[src/sv/tcw_pkg.sv]
// Shared types and constants for the text console writer.
package tcw_pkg;

  localparam int COLUMNS_DEFAULT = 80;
  localparam int ROWS_DEFAULT    = 25;

  localparam int COL_W  = 7;
  localparam int ROW_W  = 5;
  localparam int IDX_W  = 11;
  localparam int DATA_W = 16;

  localparam logic [7:0] CH_FG_ESCAPE = 8'h24;  // '$'
  localparam logic [7:0] CH_BG_ESCAPE = 8'h26;  // '&'
  localparam logic [7:0] CH_NEWLINE   = 8'h0A;
  localparam logic [7:0] CH_RETURN    = 8'h0D;
  localparam logic [7:0] CH_BACKSPACE = 8'h08;
  localparam logic [7:0] CH_SPACE     = 8'h20;

  localparam logic [7:0] ATTR_RESET = 8'h07;
  localparam logic [3:0] FG_RESET   = 4'h7;
  localparam logic [3:0] BG_RESET   = 4'h0;

  typedef enum logic [1:0] {
    REQ_PLAIN  = 2'd0,
    REQ_FORMAT = 2'd1,
    REQ_ATTR   = 2'd2
  } req_type_t;

  typedef struct packed {
    logic [1:0] req_type;
    logic [7:0] char_code;
    logic [7:0] attribute;
    logic       first_of_string;
    logic       last_of_string;
  } tcw_item_t;

  typedef struct packed {
    logic              cell_write;
    logic [IDX_W-1:0]  cell_index;
    logic [DATA_W-1:0] cell_data;
    logic              cursor_update;
    logic [IDX_W-1:0]  cursor_index;
  } tcw_result_t;

  typedef struct packed {
    logic [COL_W-1:0] column;
    logic [ROW_W-1:0] row;
    logic [7:0]       attr;
    logic [3:0]       fg;
    logic [3:0]       bg;
    logic             esc_pending;
    logic             esc_is_bg;
  } tcw_state_t;

endpackage

[src/sv/tcw_if.sv]
// Valid/ready channel interfaces for console items and cell results.
interface tcw_in_if;
  logic       valid;
  logic       ready;
  logic [1:0] req_type;
  logic [7:0] char_code;
  logic [7:0] attribute;
  logic       first_of_string;
  logic       last_of_string;

  modport source (output valid, req_type, char_code, attribute, first_of_string,
                  last_of_string, input ready);
  modport sink   (input valid, req_type, char_code, attribute, first_of_string,
                  last_of_string, output ready);
endinterface

interface tcw_out_if;
  logic        valid;
  logic        ready;
  logic        cell_write;
  logic [10:0] cell_index;
  logic [15:0] cell_data;
  logic        cursor_update;
  logic [10:0] cursor_index;

  modport source (output valid, cell_write, cell_index, cell_data, cursor_update,
                  cursor_index, input ready);
  modport sink   (input valid, cell_write, cell_index, cell_data, cursor_update,
                  cursor_index, output ready);
endinterface

[src/sv/tcw_step.sv]
// Next-state and result logic for one console item.
module tcw_step
  import tcw_pkg::*;
#(
  parameter int COLUMNS = COLUMNS_DEFAULT,
  parameter int ROWS    = ROWS_DEFAULT
) (
  input  tcw_state_t  state,
  input  tcw_item_t   item,
  output tcw_state_t  state_next,
  output tcw_result_t result
);

  localparam int LIN_W = COL_W + ROW_W + 1;

  function automatic logic [IDX_W-1:0] lin_index(input logic [ROW_W-1:0] r,
                                                 input logic [COL_W-1:0] c);
    logic [LIN_W-1:0] sum;
    sum = LIN_W'(r) * LIN_W'(COLUMNS) + LIN_W'(c);
    return sum[IDX_W-1:0];
  endfunction

  function automatic logic [ROW_W-1:0] row_after(input logic [ROW_W-1:0] r);
    logic [ROW_W:0] inc;
    inc = {1'b0, r} + 1'b1;
    return (inc >= (ROW_W+1)'(ROWS)) ? '0 : inc[ROW_W-1:0];
  endfunction

  logic           put;
  logic           hex_ok;
  logic [3:0]     hex_val;
  logic [COL_W:0] col_inc;
  logic [7:0]     ch;

  assign ch = item.char_code;

  always_comb begin
    hex_ok  = 1'b1;
    hex_val = '0;
    if (ch inside {[8'h30:8'h39]}) begin
      hex_val = 4'(ch - 8'h30);
    end else if (ch inside {[8'h41:8'h46]}) begin
      hex_val = 4'(ch - 8'h41 + 8'd10);
    end else if (ch inside {[8'h61:8'h66]}) begin
      hex_val = 4'(ch - 8'h61 + 8'd10);
    end else begin
      hex_ok = 1'b0;
    end
  end

  always_comb begin
    state_next            = state;
    put                   = 1'b0;
    result.cell_write     = 1'b0;
    result.cell_index     = '0;
    result.cell_data      = '0;
    result.cursor_update  = 1'b0;
    col_inc               = '0;

    case (req_type_t'(item.req_type))
      REQ_PLAIN: begin
        state_next.esc_pending = 1'b0;
        put                    = 1'b1;
        result.cursor_update   = item.last_of_string;
      end
      REQ_FORMAT: begin
        // A first item restarts the string with the stored colors.
        if (item.first_of_string) begin
          state_next.esc_pending = 1'b0;
          state_next.attr        = {state.bg, state.fg};
        end
        if (state_next.esc_pending) begin
          state_next.esc_pending = 1'b0;
          if (hex_ok) begin
            if (state.esc_is_bg) begin
              state_next.bg   = hex_val;
              state_next.attr = {hex_val, state.fg};
            end else begin
              state_next.fg   = hex_val;
              state_next.attr = {state.bg, hex_val};
            end
          end
        end else if ((ch == CH_FG_ESCAPE || ch == CH_BG_ESCAPE) && !item.last_of_string) begin
          state_next.esc_pending = 1'b1;
          state_next.esc_is_bg   = (ch == CH_BG_ESCAPE);
        end else begin
          put = 1'b1;
        end
        result.cursor_update = item.last_of_string;
      end
      REQ_ATTR: begin
        state_next.esc_pending = 1'b0;
        state_next.attr        = item.attribute;
      end
      default: begin
      end
    endcase

    if (put) begin
      case (ch)
        CH_NEWLINE: begin
          state_next.column = '0;
          state_next.row    = row_after(state.row);
        end
        CH_RETURN: begin
          state_next.column = '0;
        end
        CH_BACKSPACE: begin
          if (state.column != '0) begin
            state_next.column = state.column - 1'b1;
          end
          result.cell_write = 1'b1;
          result.cell_index = lin_index(state.row, state_next.column);
          result.cell_data  = {state_next.attr, CH_SPACE};
        end
        default: begin
          result.cell_write = 1'b1;
          result.cell_index = lin_index(state.row, state.column);
          result.cell_data  = {state_next.attr, ch};
          col_inc           = {1'b0, state.column} + 1'b1;
          if (col_inc >= (COL_W+1)'(COLUMNS)) begin
            state_next.column = '0;
            state_next.row    = row_after(state.row);
          end else begin
            state_next.column = col_inc[COL_W-1:0];
          end
        end
      endcase
    end

    result.cursor_index = lin_index(state_next.row, state_next.column);
  end

endmodule

[src/sv/text_console_writer.sv]
// Top level of the text console writer: cursor state and the result register.
//
// The text console writer turns a stream of characters into screen cell
// writes for a COLUMNS x ROWS text display. Every accepted item produces
// exactly one result transfer through the output register, carrying an
// optional cell write ({attribute, character} at row*COLUMNS+column) and the
// cursor position after the item, with cursor_update raised on the last item
// of a plain or formatted string. The block accepts one item per clock cycle:
// the complete cursor, attribute and color-escape update for an item is a
// single combinational pass from the current state to the next, so the only
// limit on throughput is the output register. That register is a single
// stage; while it holds a result that the sink has not taken, a new item is
// accepted only in a cycle in which the held result leaves. Index values are
// reduced to 11 bits.
module text_console_writer
  import tcw_pkg::*;
#(
  parameter int COLUMNS = COLUMNS_DEFAULT,
  parameter int ROWS    = ROWS_DEFAULT
) (
  input  logic           clk,
  input  logic           rst,
  tcw_in_if.sink         in_ch,
  tcw_out_if.source      out_ch
);

  tcw_state_t  state;
  tcw_state_t  state_next;
  tcw_item_t   item;
  tcw_result_t step_result;
  tcw_result_t result;
  logic        out_valid;
  logic        in_accept;

  // The input side stays open whenever the result register is empty or is
  // being emptied by a transfer in this same cycle.
  assign in_ch.ready = !out_valid || out_ch.ready;
  assign in_accept   = in_ch.valid && in_ch.ready;

  assign item.req_type        = in_ch.req_type;
  assign item.char_code       = in_ch.char_code;
  assign item.attribute       = in_ch.attribute;
  assign item.first_of_string = in_ch.first_of_string;
  assign item.last_of_string  = in_ch.last_of_string;

  tcw_step #(
    .COLUMNS (COLUMNS),
    .ROWS    (ROWS)
  ) u_step (
    .state      (state),
    .item       (item),
    .state_next (state_next),
    .result     (step_result)
  );

  // Cursor, attribute and escape state advance only on an accepted item.
  always_ff @(posedge clk) begin
    if (rst) begin
      state.column      <= '0;
      state.row         <= '0;
      state.attr        <= ATTR_RESET;
      state.fg          <= FG_RESET;
      state.bg          <= BG_RESET;
      state.esc_pending <= 1'b0;
      state.esc_is_bg   <= 1'b0;
    end else if (in_accept) begin
      state <= state_next;
    end
  end

  always_ff @(posedge clk) begin
    if (rst) begin
      out_valid <= 1'b0;
    end else if (in_accept) begin
      out_valid <= 1'b1;
    end else if (out_ch.ready) begin
      out_valid <= 1'b0;
    end
  end

  // The result payload needs no reset; out_valid qualifies it.
  always_ff @(posedge clk) begin
    if (in_accept) begin
      result <= step_result;
    end
  end

  assign out_ch.valid         = out_valid;
  assign out_ch.cell_write    = result.cell_write;
  assign out_ch.cell_index    = result.cell_index;
  assign out_ch.cell_data     = result.cell_data;
  assign out_ch.cursor_update = result.cursor_update;
  assign out_ch.cursor_index  = result.cursor_index;

endmodule

[src/flat_wrapper.sv]
// flat-port wrapper written by rule: the top's interface ports become plain ports
module text_console_writer_flat import tcw_pkg::*;
#(
  parameter int COLUMNS = COLUMNS_DEFAULT,
  parameter int ROWS    = ROWS_DEFAULT
)
  (clk, rst, in_ch_valid, in_ch_req_type, in_ch_char_code, in_ch_attribute, in_ch_first_of_string, in_ch_last_of_string, in_ch_ready, out_ch_valid, out_ch_cell_write, out_ch_cell_index, out_ch_cell_data, out_ch_cursor_update, out_ch_cursor_index, out_ch_ready);
  tcw_in_if in_ch_i ();
  tcw_out_if out_ch_i ();
  input  logic clk;
  input  logic rst;
  input wire logic [$bits(in_ch_i.valid)-1:0] in_ch_valid;
  input wire logic [$bits(in_ch_i.req_type)-1:0] in_ch_req_type;
  input wire logic [$bits(in_ch_i.char_code)-1:0] in_ch_char_code;
  input wire logic [$bits(in_ch_i.attribute)-1:0] in_ch_attribute;
  input wire logic [$bits(in_ch_i.first_of_string)-1:0] in_ch_first_of_string;
  input wire logic [$bits(in_ch_i.last_of_string)-1:0] in_ch_last_of_string;
  output wire logic [$bits(in_ch_i.ready)-1:0] in_ch_ready;
  output wire logic [$bits(out_ch_i.valid)-1:0] out_ch_valid;
  output wire logic [$bits(out_ch_i.cell_write)-1:0] out_ch_cell_write;
  output wire logic [$bits(out_ch_i.cell_index)-1:0] out_ch_cell_index;
  output wire logic [$bits(out_ch_i.cell_data)-1:0] out_ch_cell_data;
  output wire logic [$bits(out_ch_i.cursor_update)-1:0] out_ch_cursor_update;
  output wire logic [$bits(out_ch_i.cursor_index)-1:0] out_ch_cursor_index;
  input wire logic [$bits(out_ch_i.ready)-1:0] out_ch_ready;
  assign in_ch_i.valid = in_ch_valid;
  assign in_ch_i.req_type = in_ch_req_type;
  assign in_ch_i.char_code = in_ch_char_code;
  assign in_ch_i.attribute = in_ch_attribute;
  assign in_ch_i.first_of_string = in_ch_first_of_string;
  assign in_ch_i.last_of_string = in_ch_last_of_string;
  assign in_ch_ready = in_ch_i.ready;
  assign out_ch_valid = out_ch_i.valid;
  assign out_ch_cell_write = out_ch_i.cell_write;
  assign out_ch_cell_index = out_ch_i.cell_index;
  assign out_ch_cell_data = out_ch_i.cell_data;
  assign out_ch_cursor_update = out_ch_i.cursor_update;
  assign out_ch_cursor_index = out_ch_i.cursor_index;
  assign out_ch_i.ready = out_ch_ready;
  text_console_writer #(.COLUMNS(COLUMNS), .ROWS(ROWS)) u_core (.clk(clk), .rst(rst), .in_ch(in_ch_i), .out_ch(out_ch_i));
endmodule
[config.mk]
export PLATFORM = sky130hd
export DESIGN_NAME = text_console_writer_flat
export DESIGN_NICKNAME = d
export VERILOG_FILES = /design/src/sv/tcw_pkg.sv /design/src/sv/tcw_if.sv /design/src/sv/tcw_step.sv /design/src/sv/text_console_writer.sv /design/src/flat_wrapper.sv
export SDC_FILE = /design/constraint.sdc
export NUM_CORES = 1
export LEC_CHECK = 0
export BUFFER_PORTS_ARGS = -buffer_cell sky130_fd_sc_hd__buf_2
export CAP_MARGIN = 40
export CORE_MARGIN = 3
export CORE_UTILIZATION = 28
export CTS_BUF_LIST = sky130_fd_sc_hd__clkbuf_16
export DETAILED_ROUTE_END_ITERATION = 10
export HOLD_SLACK_MARGIN = 0.15
export PLACE_DENSITY_LB_ADDON = 0.15
export SYNTH_ARGS = -nofsm -noshare
export SYNTH_HDL_FRONTEND = slang
export SYNTH_HIERARCHICAL = 1
export SYNTH_SLANG_ARGS = --single-unit
[constraint.sdc]
create_clock -name clk -period 14.75 [get_ports clk]
set_clock_uncertainty 0.1 [all_clocks]
set_input_delay 2.95 -clock clk [delete_from_list [all_inputs] [get_ports clk]]
set_output_delay 2.95 -clock clk [all_outputs]
set_load 0.03 [all_outputs]
==> results of run 1 <==
worst min path at each step:
stage,start,slack (ns),to
2_1_floorplan,u_core/state[12],0.38,u_core/state[12]
3_3_place_gp,u_core/state[12],0.40,u_core/state[12]
3_5_place_dp,u_core/state[12],0.41,u_core/state[12]
4_1_cts,u_core/state[12],0.43,u_core/state[12]
5_1_grt,u_core/state[12],0.46,u_core/state[12]
6_report,u_core/state[12],0.42,u_core/state[12]
metrics by stage:
| stage | util [%] | total power [mW] | hold WS [ns] | std cells |
|---|---|---|---|---|
| floorplan | - | 0.275 | 0.382 | 549 |
| global placement | 31.2 | 0.294 | 0.404 | 803 |
| detailed placement | 31.3 | 0.295 | 0.414 | 804 |
| CTS | 33.1 | 0.530 | 0.427 | 820 |
| global route | 33.1 | 0.546 | 0.460 | 820 |
| finish | 33.1 | 0.521 | 0.422 | 820 |
kinds of logic (layout without fill, tap and decap cells):
kind of cell	Yosys count	after routing
compound gates	145	145
xor+xnor	13	13
fa+ha+maj	36	36
buf+inv	66	112
flops	71	71
mux	27	27
simple gates	191	191
flip-flops by register name, summed over array words and instances (netlist names):
signal and cells:
u_core/state 30, u_core/out_ch.cell_data 16, u_core/out_ch.cell_index 11, u_core/out_ch.cursor_index 11, u_core/out_ch.cell_write 1, u_core/out_ch.cursor_update 1, u_core/out_ch.valid 1
synthesized netlist by cell type, drive strengths merged, types with 2 or more instances:
cell type	n	share of area, %
nand4	3	0.50
buf	23	3.0
ha	32	8.0
a21o	9	1.3
nor2	52	3.9
a211o	2	0.35
a31oi	3	0.75
nand2	39	2.9
xnor2	10	1.7
o31ai	6	0.99
o22ai	5	0.62
edfxtp	40	24
a41oi	5	0.87
a21oi	39	3.9
mux2i	13	2.6
and3	2	0.25
nand2b	7	1.0
o21a	3	0.45
or3	4	0.50
a22o	3	0.52
o21ai	19	1.9
a221o	3	0.60
or2	2	0.25
and4	2	0.35
mux2	14	3.1
clkbuf	14	1.0
nor2b	6	0.75
nor3	13	1.3
dfxtp	31	12
nor3b	3	0.45
inv	29	2.2
a21bo	24	4.8
xor2	3	0.52
o211ai	5	0.75
nand3	35	3.5
fa	4	1.6
and2	15	1.9
nand3b	2	0.30
a211oi	5	0.84
o21bai	3	0.45
nor4b	3	0.65
o221ai	2	0.35
worst register-to-register path, cell delays in order (launching register included):
cell      delay (ns)
dfxtp_1         0.46
ha_1            0.29
nand3_1         0.12
a221o_1         0.39
nand3b_1        0.43
nand3_1         0.27
a211o_1         0.40
ha_1            0.30
ha_1            0.23
fa_1            0.53
nand2_1         0.09
nor2_1          0.12
o21ai_0         0.10
a222oi_1        0.39
xnor2_1         0.11
layout make-up:
type                    count  area, sq um  area share, %
multi-input cells         412         2900           50.1
flip-flops and latches     71         1820           31.5
repair buffers             67          360           6.22
well taps                 225          282           4.86
clock buffers              10          250           4.32
inverters                  29          109           1.88
clock inverters             6         66.3           1.15
power groups by stage:
stage                     registers [mW]  logic (mW)  clock network, mW
after CTS                          0.222      0.0698              0.239
final                              0.222      0.0691              0.230
after detailed placement           0.226      0.0694                  0
after global routing               0.223      0.0753              0.248
after floorplan                    0.240      0.0352                  0
after global placement             0.226      0.0683                  0
layer usage:
layer	global-route usage [%]	vias to the layer above	routed length, um
met5	0	-	0
met4	5.51	0	269
met3	2.36	13	476
met2	21.2	89	5830
met1	18.9	1979	6470
li1	-	2076	-
layout by cell type, fill, tap and decap left out, types with 6 or more instances in the layout:
cell       netlist  layout
and2_1          14      14
xnor2_1         10      10
nor3_1          13      13
mux2_2          14      14
mux2i_1         13      13
a21o_1           9       9
o21ai_0         12      12
a21bo_1         24      24
nor2_1          52      52
o21ai_1          7       7
inv_1           29      29
a21oi_1         39      39
nand2b_1         6       6
clkbuf_16        0      10
nand2_1         39      39
nor2b_1          6       6
dfxtp_1         31      31
ha_1            32      32
nand3_1         35      35
edfxtp_1        40      40
buf_2            8      65
==> out/metrics.cfg, run 1 <==
[sta]
fin_crit_sh_pct=49.4
drv_slew=0
hold_viol_final=0
worst_slew_margin_rel_pct=39.0
min_period_ns=7.28
setup_viol=0
setup-tns-final_ns=0
rsz0062_at_grt=false
timing.fmax_mhz=137
worst_pin_slew_ns=0.906
setup_ws_ns=7.47

[die]
die_height_um=140
ios=66
rows=48
fp.dieW_um=140
core-area_sq_mm=0.0175
dieArea_sq_mm=0.0196
initial_core_util_pct=28.8

[cells_and_area]
nNetsFinal=650
syn2layout_area_growth_pct=15.0
diodes=0
fin_area_sq_mm=0.00579
fillCellCount=1837
drive_above_1_share_pct=18.2

[logic_synthesis]
synth_seq_cells=71
synth_seq_area_share_pct=36.2
syn_area_sq_mm=0.00504
synth_compound_area_share_pct=21.1
avgSynthCellArea_sq_um=9.17
synth_xor_area_share_pct=2.26
async_reset_ff_share_pct=0
ys.flop_type=edfxtp_1
synth_cell_types=64
synthMuxAreaShare_pct=5.71
synth_edf_count=40
synthAdderAreaFrac_pct=9.54
syn-num-nets=609
postSynthCellCount=549
synth_top_family_by_area=compound AO/OA/AOI/OAI gates
synth_warnings=6
synthSimpleGateAreaFrac_pct=19.0

[clocking]
htreeDepth=3
cts-hold-fix-buffers=0
cts_buffers=9
cts_tree=yes
cts_root_buf=clkbuf_16
clock_latency_ns=0.35
cts_buffer_depth=2
cts_sinks=71
cts_setup_buffers=0
cts.clk_slew.worst_paths_ns=0.06
cts_resized=0

[grt]
grt_pass1_wl_um=21800
grt_usage_pct=13.7
grt_max_degree=52
grt-ovfl-total=0
grt_pass1_vias=4121
grt_antenna_before_repair=0

[placement]
place_area_sq_mm=0.00547
hpwl_um=9200
post-place-ws_ns=7.16
place_congestion=0.807
io_buffers=65

[critical_path]
crit_top_cell=ha_1
r2r_cells=14
worstSetupEndpoint=u_core/out_ch.cursor_index[10]
crit_type=in -> reg
cp_data_required_time_ns=14.73
cp-start-kind=primary input
critPathSlowestCell=or4b_1
path_cells=buf_2 > or4b_1 > a211oi_2 > nand3b_1 > nand3_1 > a211o_1 > ha_1 > ha_1 > fa_1 > nand2_1 > nor2_1 > o21ai_0 > a222oi_1 > xnor2_1
crit_arrival_ns=7.27
cp-end-kind=flop
slowest_delay_ns=0.66
reg2reg_slack_ns=10.18
r2r_end=u_core/out_ch.cursor_index[10]
critPathBufInv=1
cp_max_fo=14
r2r_start=u_core/state[24]
path_depth=14
startpoint=in_ch_char_code[7]
cp_top_family=simple AND/OR/NAND/NOR gates

[job]
cap_violations=0

[power_and_ir_drop]
switchingPower_uw=140
clkPwrFrac_pct=44.2
vdd_drop_max_uv=55.2
power.share.switching_pct=26.9
p_int_uw=381
share_seq_of_total_power_pct=42.6
combPwrFrac_pct=13.3
power_density_mw_per_mm2=90.0
p_leak_nw=2.29

[outcome]
outcome=completed

[route]
drt-initial-drc-count=232
drtPass1Iterations=5
drc=0
via_count=4157
wire_per_inst_um=15.9
vias_per_cell=5.07
drtAntennaViolNets=0
wirelength_um=13000

[hold_path]
hold_path_class=reg -> reg
hold_depth=2

(Power assumes the default switching activity.)
==> inputs of run 2 (changes only) <==
--- a/config.mk
+++ b/config.mk
@@ -5,6 +5,7 @@
 export SDC_FILE = /design/constraint.sdc
 export NUM_CORES = 1
 export LEC_CHECK = 0
+export ABC_AREA = 1
 export BUFFER_PORTS_ARGS = -buffer_cell sky130_fd_sc_hd__buf_2
 export CAP_MARGIN = 40
 export CORE_MARGIN = 3
==> constraint.sdc (replaced) <==
create_clock -name clk -period 6 [get_ports clk]
set_clock_uncertainty 0.1 [all_clocks]
set_input_delay 1.2 -clock clk [delete_from_list [all_inputs] [get_ports clk]]
set_output_delay 1.2 -clock clk [all_outputs]
set_load 0.03 [all_outputs]
==> out/metrics.cfg, run 2 <==
[placement]
post-place-ws_ns=0.900
hpwl_um=9680
place_congestion=0.858
placed_cells=932
io_buffers=65

[route]
wirelength_um=13000
drt-initial-drc-count=236
vias_per_cell=4.62
wire_per_inst_um=13.7
drtAntennaViolNets=0
drc=0
drtPass1Iterations=5
via_count=4378

[die]
initial_core_util_pct=28.9
rows=48
core-area_sq_mm=0.0175
ios=66
dieArea_sq_mm=0.0198
die_height_um=141
fp.dieW_um=141

[critical_path]
crit_type=in -> reg
critPathSlowestCell=fa_1
cp-end-kind=flop
crit_arrival_ns=4.79
slowest_delay_ns=0.38
cp_top_family=adder cells
cp_data_required_time_ns=6.00
cp_max_fo=15
cp-start-kind=primary input
r2r_end=u_core/out_ch.cursor_index[10]
path_depth=20
critPathBufInv=5
path_cells=buf_2 > inv_1 > ha_1 > inv_1 > a21oi_1 > nand3_1 > nand3_1 > nand2_1 > nand3_1 > inv_1 > o21ai_0 > ha_1 > ha_1 > fa_1 > xor2_1 > nand3_1 > xnor2_1 > nand3_1 > nand2_1 > inv_1
r2r_cells=22
r2r_start=u_core/state[24]
reg2reg_slack_ns=1.94
crit_top_cell=nand3_1

[logic_synthesis]
synth_seq_area_share_pct=35.9
ys.flop_type=edfxtp_1
ys_top_cells_by_count=136 x nand2_1, 101 x inv_1, 72 x nor2_1
async_reset_ff_share_pct=0
synth_cell_types=41
syn-num-nets=729
avgSynthCellArea_sq_um=7.59
synth_seq_cells=71
synth_top_cell_by_area=edfxtp_1
synth_top_area_share_pct=23.7
synth_most_common_cell=nand2_1
postSynthCellCount=669
syn_area_sq_mm=0.00508
synth_warnings=6
synthTopCellsByArea=edfxtp_1 24%, dfxtp_1 12%, nand2_1 10%
synth_edf_count=40

[grt]
grt_max_degree=58
grt_use_met1_pct=17.2
use_met2_pct=22.7
grt_pass1_wl_um=21800
grt-ovfl-total=0
grt_antenna_before_repair=0
top_usage_layer=met2
met3_usage_pct=3.46
grt_usage_pct=13.6
grt_pass1_vias=4316

[sta]
drv_slew=0
min_period_ns=4.79
worst_slew_margin_rel_pct=49.8
worst_pin_slew_ns=0.753
timing.fmax_mhz=209
rsz0062_at_grt=false
setup_viol=0
holdWs_ns=0.358
setup-tns-final_ns=0
setup_ws_ns=1.21
fin_crit_sh_pct=79.8
hold_viol_final=0

[cells_and_area]
syn2layout_area_growth_pct=13.9
nNetsFinal=778
largest_register_ff_count=30
final_util_pct=33.0
final_common_cell=nand2_1
fillCellCount=1901
diodes=0
largest_register=u_core/state
layout_common_cells=136 x nand2_1, 105 x inv_1, 72 x nor2_1
fin_cells=948
drive_above_1_share_pct=17.6

[clocking]
htreeDepth=3
cts_root_buf=clkbuf_16
cts_setup_buffers=0
cts_resized=0
cts_buffer_depth=2
cts_sinks=71
cts_buffers=9
cts-hold-fix-buffers=0
cts.clk_slew.worst_paths_ns=0.06
cts_tree=yes
clock_latency_ns=0.34

[hold_path]
hold_path_class=reg -> reg
hold_path_end=u_core/state[12]
hp-start=u_core/state[12]
hold_depth=2

[power_and_ir_drop]
p_leak_nw=2.82
vdd_drop_max_uv=125
power_density_mw_per_mm2=246

[outcome]
outcome=completed

[job]
cap_violations=0

[run 2: cell types whose count changed after synthesis, moves of 16 or more]
cell,previous run,this run
nand2_1,39,136
inv_1,29,101
nand3_1,35,68
nor2_1,52,72
o21ai_0,12,28
a21bo_1,24,0
a21oi_2,0,23
[run 2: worst max-delay path by stage]
stage	slack (ns)	endpoint	start
after global placement	1.03	u_core/out_ch.cursor_index[10]	in_ch_char_code[0]
after floorplan	1.62	u_core/out_ch.cursor_index[10]	in_ch_char_code[0]
after CTS	1.25	u_core/out_ch.cursor_index[10]	in_ch_char_code[0]
after global routing	0.81	u_core/out_ch.cursor_index[10]	in_ch_char_code[0]
after detailed placement	0.90	u_core/out_ch.cursor_index[10]	in_ch_char_code[0]
final	1.21	u_core/out_ch.cursor_index[10]	in_ch_char_code[0]
[run 2: routing by layer]
metal,up-vias,wire length [um]
li1,2256,-
met3,16,570
met4,0,245
met1,2020,6110
met2,86,6070
met5,-,0
[run 2: cell type report]
type	instances	area (sq um)	share of cell area, %
clock buffers	9	225	3.90
clock inverters	7	27.5	0.476
inverters	106	400	6.93
multi-input cells	460	2620	45.3
flip-flops and latches	71	1820	31.5
well taps	225	282	4.87
repair buffers	70	403	6.97
[run 2: where the power goes]
| group | switching (mW) | total (mW) | leakage, nW | internal [mW] |
|---|---|---|---|---|
| logic | 0.235 | 0.354 | 2.03 | 0.119 |
| registers | 0.0319 | 0.598 | 0.658 | 0.566 |
| clock network | 0.201 | 0.471 | 0.139 | 0.270 |
| total | 0.469 | 1.42 | 2.82 | 0.955 |
[run 2: worst reg2reg max path, delay by kind of cell (launching register included)]
family	cells	cell delay, ns
adder cells (fa/ha/maj)	4	1.18
AND/OR/NAND/NOR	14	1.37
XOR/XNOR	2	0.46
flip-flops	1	0.52
buffers and inverters	1	0.03
AO/OA/AOI/OAI	1	0.17
[run 2: cells by family (layout without fill, tap and decap cells)]
kind of cell / count (synthesis) / after routing / synth area share [%]
xor gates and xnor gates: 16 / 16 / 2.76
AOI/OAI and AO/OA: 102 / 102 / 13.0
buffers and inverters: 138 / 192 / 12.5
adders and majority gates: 36 / 36 / 9.47
DFF: 71 / 71 / 35.9
and+or+nand+nor: 306 / 306 / 26.4
[run 2: stage by stage]
stage | total power [mW] | cell area (sq um)
floorplan | 0.877 | 5080
global placement | 0.957 | 5470
detailed placement | 0.966 | 5530
CTS | 1.45 | 5780
global route | 1.52 | 5780
finish | 1.42 | 5780
